[config.mk]
export PLATFORM = sky130hd
export DESIGN_NAME = tick_task_scheduler
export DESIGN_NICKNAME = d
export VERILOG_FILES = /design/src/hdl/tts_pkg.sv /design/src/hdl/tick_task_scheduler.sv
export VERILOG_INCLUDE_DIRS = /design/src /design/src/hdl
export SDC_FILE = /design/constraint.sdc
export NUM_CORES = 1
export LEC_CHECK = 0
export ABC_AREA = 1
export ABC_CLOCK_PERIOD_IN_PS = 5100
export BUFFER_PORTS_ARGS = -buffer_cell sky130_fd_sc_hd__buf_2
export CORE_ASPECT_RATIO = 1.4
export CORE_MARGIN = 5
export CORE_UTILIZATION = 60
export DETAILED_ROUTE_END_ITERATION = 12
export PLACE_DENSITY = 0.77
export SYNTH_ARGS = -nofsm -noshare
export SYNTH_HDL_FRONTEND = slang
export SYNTH_SLANG_ARGS = --single-unit
[constraint.sdc]
create_clock -name clk -period 5.1 [get_ports clk]
set_clock_uncertainty 0.2 [all_clocks]
set_input_delay 0 -clock clk [delete_from_list [all_inputs] [get_ports clk]]
set_output_delay 0 -clock clk [all_outputs]
set_load 0.01 [all_outputs]
[src/hdl/tick_task_scheduler_assert.svh]
// Assertion macros shared by the tick task scheduler.
`ifndef TICK_TASK_SCHEDULER_ASSERT_SVH
`define TICK_TASK_SCHEDULER_ASSERT_SVH

// The consequent must hold in the same cycle as the antecedent.
`define TTS_ASSERT_NOW(label, ante, cons, msg) \
	label: assert property (@(posedge clk) disable iff (!arst_n) (ante) |-> (cons)) \
		else $error(msg);

// The consequent must hold in the cycle after the antecedent.
`define TTS_ASSERT_NEXT(label, ante, cons, msg) \
	label: assert property (@(posedge clk) disable iff (!arst_n) (ante) |=> (cons)) \
		else $error(msg);

`endif

[src/hdl/tts_pkg.sv]
// Types and constants of the tick task scheduler.
package tts_pkg;

	localparam int SLOTS = 16;
	localparam int MAX_RESULTS = 16;
	localparam int SLOT_W = (SLOTS > 1) ? $clog2(SLOTS) : 1;
	localparam int CNT_W = $clog2(MAX_RESULTS + 1);

	localparam logic CMD_REGISTER = 1'b0;
	localparam logic CMD_TICK = 1'b1;

	localparam logic KIND_REG = 1'b0;
	localparam logic KIND_TICK = 1'b1;

	typedef enum logic [1:0] {
		STAT_OK = 2'd0,
		STAT_TAKEN = 2'd1,
		STAT_RANGE = 2'd2
	} status_t;

	typedef enum logic [2:0] {
		S_IDLE,
		S_READ,
		S_EVAL,
		S_DIV,
		S_FINISH
	} sched_state_t;

	typedef struct packed {
		logic [15:0] delay;
		logic [15:0] period;
	} entry_t;

endpackage

[src/hdl/tick_task_scheduler.sv]
// Tick task scheduler: slot table in a synchronous memory, walked once per tick.
//
// One command channel: a word is taken when start is high and busy is low.
// A register word (command 0) claims a slot and gives one status result on
// the cycle after it is taken; busy stays low, so a new word may follow.
// A tick word (command 1) raises busy while the slots are walked in order,
// each slot read from memory and then evaluated. A taken slot with an action
// whose delay is spent and whose period is non-zero then runs a bit-serial
// remainder of the 32-bit tick count by its period, and fires when that
// remainder is zero.
// Firing results leave one per strobe, lowest slot first, the final one
// with last set; a tick that fires nothing gives a single result with
// fired low. Each result is on the ports for one cycle, marked by strobe;
// the receiver cannot stall, and none is needed.
// Reset clears the taken and action flags and the tick count; the delay and
// period memory needs no clearing, as an entry is used only once written.
`include "tick_task_scheduler_assert.svh"

module tick_task_scheduler (
	input  logic        clk,
	input  logic        arst_n,
	input  logic        start,
	output logic        busy,
	input  logic        command,
	input  logic [5:0]  slot,
	input  logic [15:0] init_delay,
	input  logic [15:0] period,
	input  logic        has_action,
	output logic        strobe,
	output logic        kind,
	output logic [1:0]  status,
	output logic        fired,
	output logic [5:0]  fired_slot,
	output logic        last
);
	import tts_pkg::*;

	sched_state_t state_q, state_d;

	logic [SLOTS-1:0] taken_q;
	logic [SLOTS-1:0] active_q;
	entry_t mem [SLOTS];
	entry_t rdata_q;
	logic mem_we;
	logic [SLOT_W-1:0] mem_wa;
	entry_t mem_wd;

	logic [31:0] tick_q;
	logic [SLOT_W-1:0] idx_q;
	logic [15:0] rem_q;
	logic [15:0] per_q;
	logic [4:0] bit_q;
	logic pend_q;
	logic [5:0] pend_slot_q;
	logic [CNT_W-1:0] cnt_q;

	logic strobe_q, kind_q, fired_q, last_q;
	status_t status_q;
	logic [5:0] fslot_q;

	logic accept, reg_accept, in_range, slot_live, last_idx, go_next, emit_hit;
	logic [SLOT_W-1:0] slot_idx;
	logic [16:0] rem_sh, rem_nx;

	assign busy = (state_q != S_IDLE);
	assign accept = start && !busy;
	assign reg_accept = accept && (command == CMD_REGISTER);
	assign in_range = ({1'b0, slot} < 7'(SLOTS));
	assign slot_idx = slot[SLOT_W-1:0];
	assign slot_live = taken_q[idx_q] && active_q[idx_q];
	assign last_idx = (idx_q == SLOT_W'(SLOTS - 1));

	assign rem_sh = {rem_q, tick_q[bit_q]};
	assign rem_nx = (rem_sh >= {1'b0, per_q}) ? (rem_sh - {1'b0, per_q}) : rem_sh;

	always_comb begin
		state_d = state_q;
		go_next = 1'b0;
		emit_hit = 1'b0;
		case (state_q)
			S_IDLE: begin
				if (accept && (command == CMD_TICK))
					state_d = S_READ;
			end
			S_READ: state_d = S_EVAL;
			S_EVAL: begin
				if (slot_live && (rdata_q.delay == 16'd0) && (rdata_q.period != 16'd0))
					state_d = S_DIV;
				else
					go_next = 1'b1;
			end
			S_DIV: begin
				if (bit_q == 5'd0) begin
					go_next = 1'b1;
					emit_hit = (rem_nx == 17'd0);
				end
			end
			S_FINISH: state_d = S_IDLE;
			default: state_d = S_IDLE;
		endcase
		if (go_next)
			state_d = last_idx ? S_FINISH : S_READ;
	end

	always_ff @(posedge clk or negedge arst_n) begin
		if (!arst_n)
			state_q <= S_IDLE;
		else
			state_q <= state_d;
	end

	always_comb begin
		mem_we = 1'b0;
		mem_wa = idx_q;
		mem_wd = rdata_q;
		if (reg_accept && in_range && !taken_q[slot_idx]) begin
			mem_we = 1'b1;
			mem_wa = slot_idx;
			mem_wd.delay = init_delay;
			mem_wd.period = period;
		end else if ((state_q == S_EVAL) && slot_live && (rdata_q.delay != 16'd0)) begin
			mem_we = 1'b1;
			mem_wd.delay = rdata_q.delay - 16'd1;
		end
	end

	always_ff @(posedge clk) begin
		if (mem_we)
			mem[mem_wa] <= mem_wd;
		rdata_q <= mem[idx_q];
	end

	always_ff @(posedge clk or negedge arst_n) begin
		if (!arst_n) begin
			taken_q <= '0;
			active_q <= '0;
			tick_q <= '0;
			idx_q <= '0;
			pend_q <= 1'b0;
			cnt_q <= '0;
			strobe_q <= 1'b0;
		end else begin
			strobe_q <= reg_accept || (state_q == S_FINISH) ||
				(emit_hit && (cnt_q < CNT_W'(MAX_RESULTS)) && pend_q);
			if (reg_accept && in_range && !taken_q[slot_idx]) begin
				taken_q[slot_idx] <= 1'b1;
				active_q[slot_idx] <= has_action;
			end
			if (accept && (command == CMD_TICK)) begin
				tick_q <= tick_q + 32'd1;
				idx_q <= '0;
				pend_q <= 1'b0;
				cnt_q <= '0;
			end
			if (go_next && !last_idx)
				idx_q <= idx_q + SLOT_W'(1);
			if (emit_hit && (cnt_q < CNT_W'(MAX_RESULTS))) begin
				pend_q <= 1'b1;
				cnt_q <= cnt_q + CNT_W'(1);
			end
		end
	end

	always_ff @(posedge clk) begin
		if (state_q == S_EVAL) begin
			rem_q <= 16'd0;
			per_q <= rdata_q.period;
			bit_q <= 5'd31;
		end else if (state_q == S_DIV) begin
			rem_q <= rem_nx[15:0];
			bit_q <= bit_q - 5'd1;
		end

		if (reg_accept) begin
			kind_q <= KIND_REG;
			fired_q <= 1'b0;
			fslot_q <= 6'd0;
			last_q <= 1'b1;
			if (!in_range)
				status_q <= STAT_RANGE;
			else if (taken_q[slot_idx])
				status_q <= STAT_TAKEN;
			else
				status_q <= STAT_OK;
		end else if (emit_hit && (cnt_q < CNT_W'(MAX_RESULTS))) begin
			pend_slot_q <= 6'(idx_q);
			kind_q <= KIND_TICK;
			status_q <= STAT_OK;
			fired_q <= 1'b1;
			fslot_q <= pend_slot_q;
			last_q <= 1'b0;
		end else if (state_q == S_FINISH) begin
			kind_q <= KIND_TICK;
			status_q <= STAT_OK;
			fired_q <= pend_q;
			fslot_q <= pend_q ? pend_slot_q : 6'd0;
			last_q <= 1'b1;
		end
	end

	assign strobe = strobe_q;
	assign kind = kind_q;
	assign status = status_q;
	assign fired = fired_q;
	assign fired_slot = fslot_q;
	assign last = last_q;

	`TTS_ASSERT_NEXT(a_reg_result, reg_accept, strobe && (kind == KIND_REG) && last && !fired,
		"Registration word did not give a single status result")
	`TTS_ASSERT_NOW(a_quiet_is_last, strobe && !fired, last,
		"A result without a firing was not marked last")
	`TTS_ASSERT_NOW(a_div_period, state_q == S_DIV, per_q != 16'd0,
		"Remainder unit running with a zero period")
	`TTS_ASSERT_NOW(a_cnt_bound, 1'b1, cnt_q <= CNT_W'(MAX_RESULTS),
		"More firings counted than may be reported")
	`TTS_ASSERT_NOW(a_tick_result_busy, strobe && (kind == KIND_TICK) && !last, busy,
		"A firing result that is not last appeared after the walk ended")

endmodule

* After elaboration in Yosys (flattened, before gate mapping)
Memory sizes are Yosys's and may differ from the RTL's. A register that Yosys moved wholly into a read port is not among the register bits.
Index checks and enable logic that the tools add are counted.
** Storage, ports and cells
- Register bits :: 130
- RAM bits :: 512
- Output and inout bits :: 13
- Logic and storage cells :: 123
- Memories :: 1
** Memories
- mem :: words 16, bits a word 32, read ports 1, clocked after memory_dff 1, wr ports 1, RTL line tick_task_scheduler.sv:42 : entry_t mem [SLOTS];
** Operators by class
- Add/subtract/negate cells :: 6
- Order comparisons :: 7
- Equal/unequal tests :: 8
- Muxes and demuxes :: 49
- Bitwise operators :: 3
- Reductions and logical operators :: 32
** Operators with widths (count)
- $mux W16 :: 3
- $add A32 B1 Y32 const B :: 1
- $reduce_bool A16 Y1 :: 2
- $mux W1 :: 21
- $ge A17 B16 Y1 :: 1
- $logic_not A17 Y1 :: 1
- $mux W17 :: 1
- $sub A17 B16 Y17 :: 1
- $bwmux W16 :: 1
- $logic_not A16 Y1 :: 1
- $mux W4 :: 4
- $or A16 B16 Y16 :: 1
- $sub A16 B1 Y16 const B :: 1
- $logic_and A1 B1 Y1 :: 14
- $bmux W1 S4 :: 3
- $mux W3 :: 4
- $mux W6 :: 2
- $pmux W3 S4 :: 1
- $lt A4 B5 Y1 const B :: 2
- $mux W5 :: 2
- $mux W2 :: 4
- $eq A3 B2 Y1 const B :: 2
- $lt A5 B6 Y1 const B :: 1
- $lt A6 B5 Y1 const B :: 1
- 22 further kinds :: 30

* Logic depth before layout (Yosys ltp)
- Depth in word-level cells :: 10
- Mapped depth :: 26
- Depth with buffers taken out :: 26

* Worst setup path before layout
No wires, ideal clock.
- Path type :: flip-flop to flip-flop
- Start :: reg state_q[2]
- End :: mem mem[0][0] (netlist name), enable pin
- Setup time :: 0.421 ns
- Data arrival time :: 3.729 ns
- Slack :: 0.750 ns
- Cell stages (with the launch flop) :: 8
- Buffers on the path :: 0
- Cells stage by stage :: dfrtp_1 nor2_2 inv_2 nor2_1 nand3_1 nand2_1 nand3_1 nor2_1
** Between the ends
- Cells in the longest elaborated chain, start to end :: 9
** Ends and longest elaborated chain
- from (decl) :: RTL line tick_task_scheduler.sv:38 : sched_state_t state_q, state_d;
- from (signal assigned) :: RTL line tick_task_scheduler.sv:109 : state_q <= state_d;
- $reduce_bool A3 Y1 :: RTL line tick_task_scheduler.sv:65 : assign busy = (state_q != S_IDLE);
- $logic_not A1 Y1 :: RTL line tick_task_scheduler.sv:66 : assign accept = start && !busy;
- $logic_and A1 B1 Y1 :: RTL line tick_task_scheduler.sv:66
- $logic_and A1 B1 Y1 :: RTL line tick_task_scheduler.sv:67 : assign reg_accept = accept && (command == CMD_REGISTER);
- $logic_and A1 B1 Y1 (2 in a row) :: RTL line tick_task_scheduler.sv:116 : if (reg_accept && in_range && !taken_q[slot_idx]) begin
- $mux W1 :: RTL line tick_task_scheduler.sv:116
- $mux W1 :: RTL line tick_task_scheduler.sv:128 : if (mem_we)
- $mux W1 (implied by the code) :: RTL line tick_task_scheduler.sv:129 : mem[mem_wa] <= mem_wd;
- to (decl) :: RTL line tick_task_scheduler.sv:42
Several ways; a longest one is shown, not always the timed one.

==> flow_metrics.env <==
export IMPL_whs_ns=-0.0510
export IMPL_yosysTopAreaCellShare=0.563
export IMPL_dp_hpwl_mm=42.2
export IMPL_swShare=0.377
export IMPL_worstHoldPathCells=3
export IMPL_min_from="period[13]"
export IMPL_r2r_cells=12
export IMPL_end_kind="register"
export IMPL_r2r_start="idx_q[1]$_DFFE_PN0P_"
export IMPL_nets=2705
export IMPL_slew_headroom=0.0253
export IMPL_cts_root_buf="clkbuf_16"
export IMPL_timing_setup_tns_ns=0
export IMPL_synth_top_area_cell="edfxtp_1"
export IMPL_design_area_um2=32200
export IMPL_cts_resized=0
export IMPL_drv_cap=0
export IMPL_htree_levels=2
export IMPL_hp_class="input pin to register"
export IMPL_clkPwrFrac=0.239
export IMPL_nFillCells=3293
export IMPL_seqCellArea_um2=19200
export IMPL_grt_total_usage=0.276
export IMPL_firstDrtPassIters=5
export IMPL_hold_path_end="mem[2][13]$_DFFE_PP_"
export IMPL_grt_overflow=0
export IMPL_cts_sinks=672
export IMPL_finalCritPeriodShare=0.844
export IMPL_grt_max_degree=101
export IMPL_clockBufferDepth=3
export IMPL_gp_congestion=0.899
export IMPL_p_per_area_nw_per_um2=573
export IMPL_grtUsageMet1=0.346
export IMPL_syn_area_um2=28500
export IMPL_grt_pass1_vias=20000
export IMPL_ys_ff_latch=672
export IMPL_ir_drop_v=0.000453
export IMPL_wl_mm=72.6
export IMPL_tightest_slew_ns=1.46
export IMPL_synth_seq_area_share=0.674
export IMPL_synthCells=2547
export IMPL_diodes=0
export IMPL_num_vias=20300
export IMPL_initial_core_util=0.605
export IMPL_synth_edf_count=534
export IMPL_yosys_warnings=0
export IMPL_cts_setup_buffers=0
export IMPL_pin_count=56
export IMPL_viasPerCell=6.11
export IMPL_multi_input_area_um2=8240
export IMPL_seqPwrFrac=0.420
export IMPL_grt_use_met2=0.496
export IMPL_clkTransAtPathRegs_ns=0.06
export IMPL_synth_flop_cell="edfxtp_1"
export IMPL_maxSlewViolCount=0
export IMPL_core_area_um2=47000
export IMPL_worstReg2RegEnd="mem[2][27]$_DFFE_PP_"
export IMPL_place_area_um2=29700
export IMPL_switchingPower_w=0.00695
export IMPL_p_int_w=0.0115
export IMPL_drive_gt1_frac=0.103
export IMPL_p_leak_nw=11.9
export IMPL_clock_latency_ns=0.63
export IMPL_status="finished with violations"
export IMPL_drt_iter0_drc=2104
export IMPL_rsz0062_at_grt="false"
export IMPL_critPathArrivalTime_ns=4.34
export IMPL_antenna_left=0
export IMPL_hold_violations=16
export IMPL_startpoint="idx_q[1]$_DFFE_PN0P_"
export IMPL_pwr_share_comb=0.342
export IMPL_synth_most_common_cell="edfxtp_1"
export IMPL_violations="negative hold slack"
export IMPL_avgSynthCellArea_um2=11.2
export IMPL_die_area_um2=52000
export IMPL_crit_fanout=30
export IMPL_async_flop_share=0.116
export IMPL_rows=94
export IMPL_cts_tree="done"
export IMPL_synth_common_cells="534 x edfxtp_1, 372 x nand2_1, 364 x nor2_1"
export IMPL_drcViolationCount=0
export IMPL_regToRegSetupSlack_ns=0.79
export IMPL_grt_pass1_wl_mm=113
export IMPL_cts_hold_buf=49
export IMPL_max_freq_mhz=232
export IMPL_post_route_min_period_ns=4.31
export IMPL_grt_busiest_layer="met2"
export IMPL_crit_type="register to register"
export IMPL_globalRouteMet3Util=0.0309
export IMPL_portBuffers=53
export IMPL_die_x_um=194
export IMPL_synthToLayoutAreaGrowth_pct=12.9
export IMPL_startpoint_type="register"
export IMPL_cts_buffers=60
export IMPL_die_y_um=268
export IMPL_ys_types=51
export IMPL_antenna_found_initial=0
export IMPL_cp_data_required_time_ns=5.13
export IMPL_total_power_w=0.0184
export IMPL_setup_viol=0
export IMPL_synthTopCellsByArea="edfxtp_1 56%, dfrtp_1 6.9%, o21ai_0 5.7%, nand2_1 4.9%, nor2_1 4.8%"
export IMPL_post_drt_wl_per_cell_um=21.9
[registers in the layout, indices dropped and copies added (netlist names)]
register	count
mem	512
rdata_q	32
tick_q	32
active_q	16
per_q	16
rem_q	16
taken_q	16
bit_q	5
cnt_q	5
fired_slot	4
idx_q	4
pend_slot_q	4
state_q	3
status	2
fired	1
kind	1
last	1
pend_q	1
strobe	1
[critical path, cell delays in order (launching register included)]
cell,delay (ns)
dfrtp_4,0.61
clkinv_2,0.20
buf_4,0.29
nand2_1,0.11
nand4_1,0.11
o2111ai_1,0.15
nand2_1,0.12
inv_1,0.11
nand3_1,0.20
buf_4,0.28
inv_1,0.37
nand2_1,0.12
a31oi_1,1.03
[power groups by stage]
stage / clock (W) / sequential (W) / combinational [W]
3_5_place_dp: 0 / 0.00784 / 0.00618
5_1_grt: 0.00467 / 0.00778 / 0.00693
3_3_place_gp: 0 / 0.00782 / 0.00602
4_1_cts: 0.00444 / 0.00773 / 0.00626
2_1_floorplan: 0 / 0.00763 / 0.00428
6_report: 0.00440 / 0.00774 / 0.00629
[cells in the final DEF, fill, tap and decap left out, types with 10 or more instances in the layout]
| master | n |
|---|---|
| buf_12 | 12 |
| nor2_1 | 347 |
| a21oi_1 | 24 |
| xor2_1 | 40 |
| ha_1 | 21 |
| o221ai_1 | 105 |
| o21ai_0 | 321 |
| dfxtp_1 | 60 |
| clkinv_1 | 15 |
| clkbuf_16 | 61 |
| nand4_1 | 21 |
| buf_2 | 52 |
| dlygate4sd3_1 | 48 |
| dfrtp_1 | 74 |
| nor2_4 | 21 |
| a31oi_1 | 11 |
| clkbuf_1 | 11 |
| nand2_2 | 12 |
| clkinv_2 | 13 |
| nand3_1 | 124 |
| inv_1 | 159 |
| xnor2_1 | 10 |
| buf_4 | 49 |
| nor3_1 | 21 |
| nand2_1 | 372 |
| o211ai_1 | 27 |
| edfxtp_1 | 534 |
| o22ai_1 | 35 |
[metrics by stage]
stage	std cells	util	worst slack (ns)
after floorplan	2548	-	0.750
after global placement	3153	0.632	1.02
after detailed placement	3153	0.632	0.899
after CTS	3316	0.684	0.705
after global routing	3316	0.684	0.549
final	3316	0.684	0.793
[cell type report]
type	count	area share
multi-input cells	1575	0.256
well taps	624	0.0243
inverters	169	0.0199
clock inverters	35	0.00809
clock buffers	79	0.0517
flip-flops and latches	672	0.597
repair buffers	162	0.0428
[worst max path at each step]
stage	end	cells past startpoint
3_5_place_dp	mem[15][27]$_DFFE_PP_	12
5_1_grt	status[0]$_SDFFCE_PP0P_	22
4_1_cts	mem[14][13]$_DFFE_PP_	14
3_3_place_gp	status[0]$_SDFFCE_PP0P_	22
6_report	mem[2][27]$_DFFE_PP_	12
2_1_floorplan	mem[0][0]$_DFFE_PP_	7
[kinds of logic after synthesis]
family,count (synthesis),share of synthesized area
flip-flops,672,0.674
AND/OR/NAND/NOR,959,0.144
buffers and inverters,301,0.0413
adder cells (fa/ha/maj),22,0.00993
AO/OA/AOI/OAI,542,0.116
XOR/XNOR,50,0.0154
other,1,0.000132
[per-layer routing]
layer | vias up | part of all wire
met2 | 996 | 0.52
met3 | 213 | 0.075
met4 | 0 | 0.046
met1 | 9791 | 0.36
met5 | - | 0
li1 | 9256 | -
No activity file was read; power rests on OpenSTA's default activity.
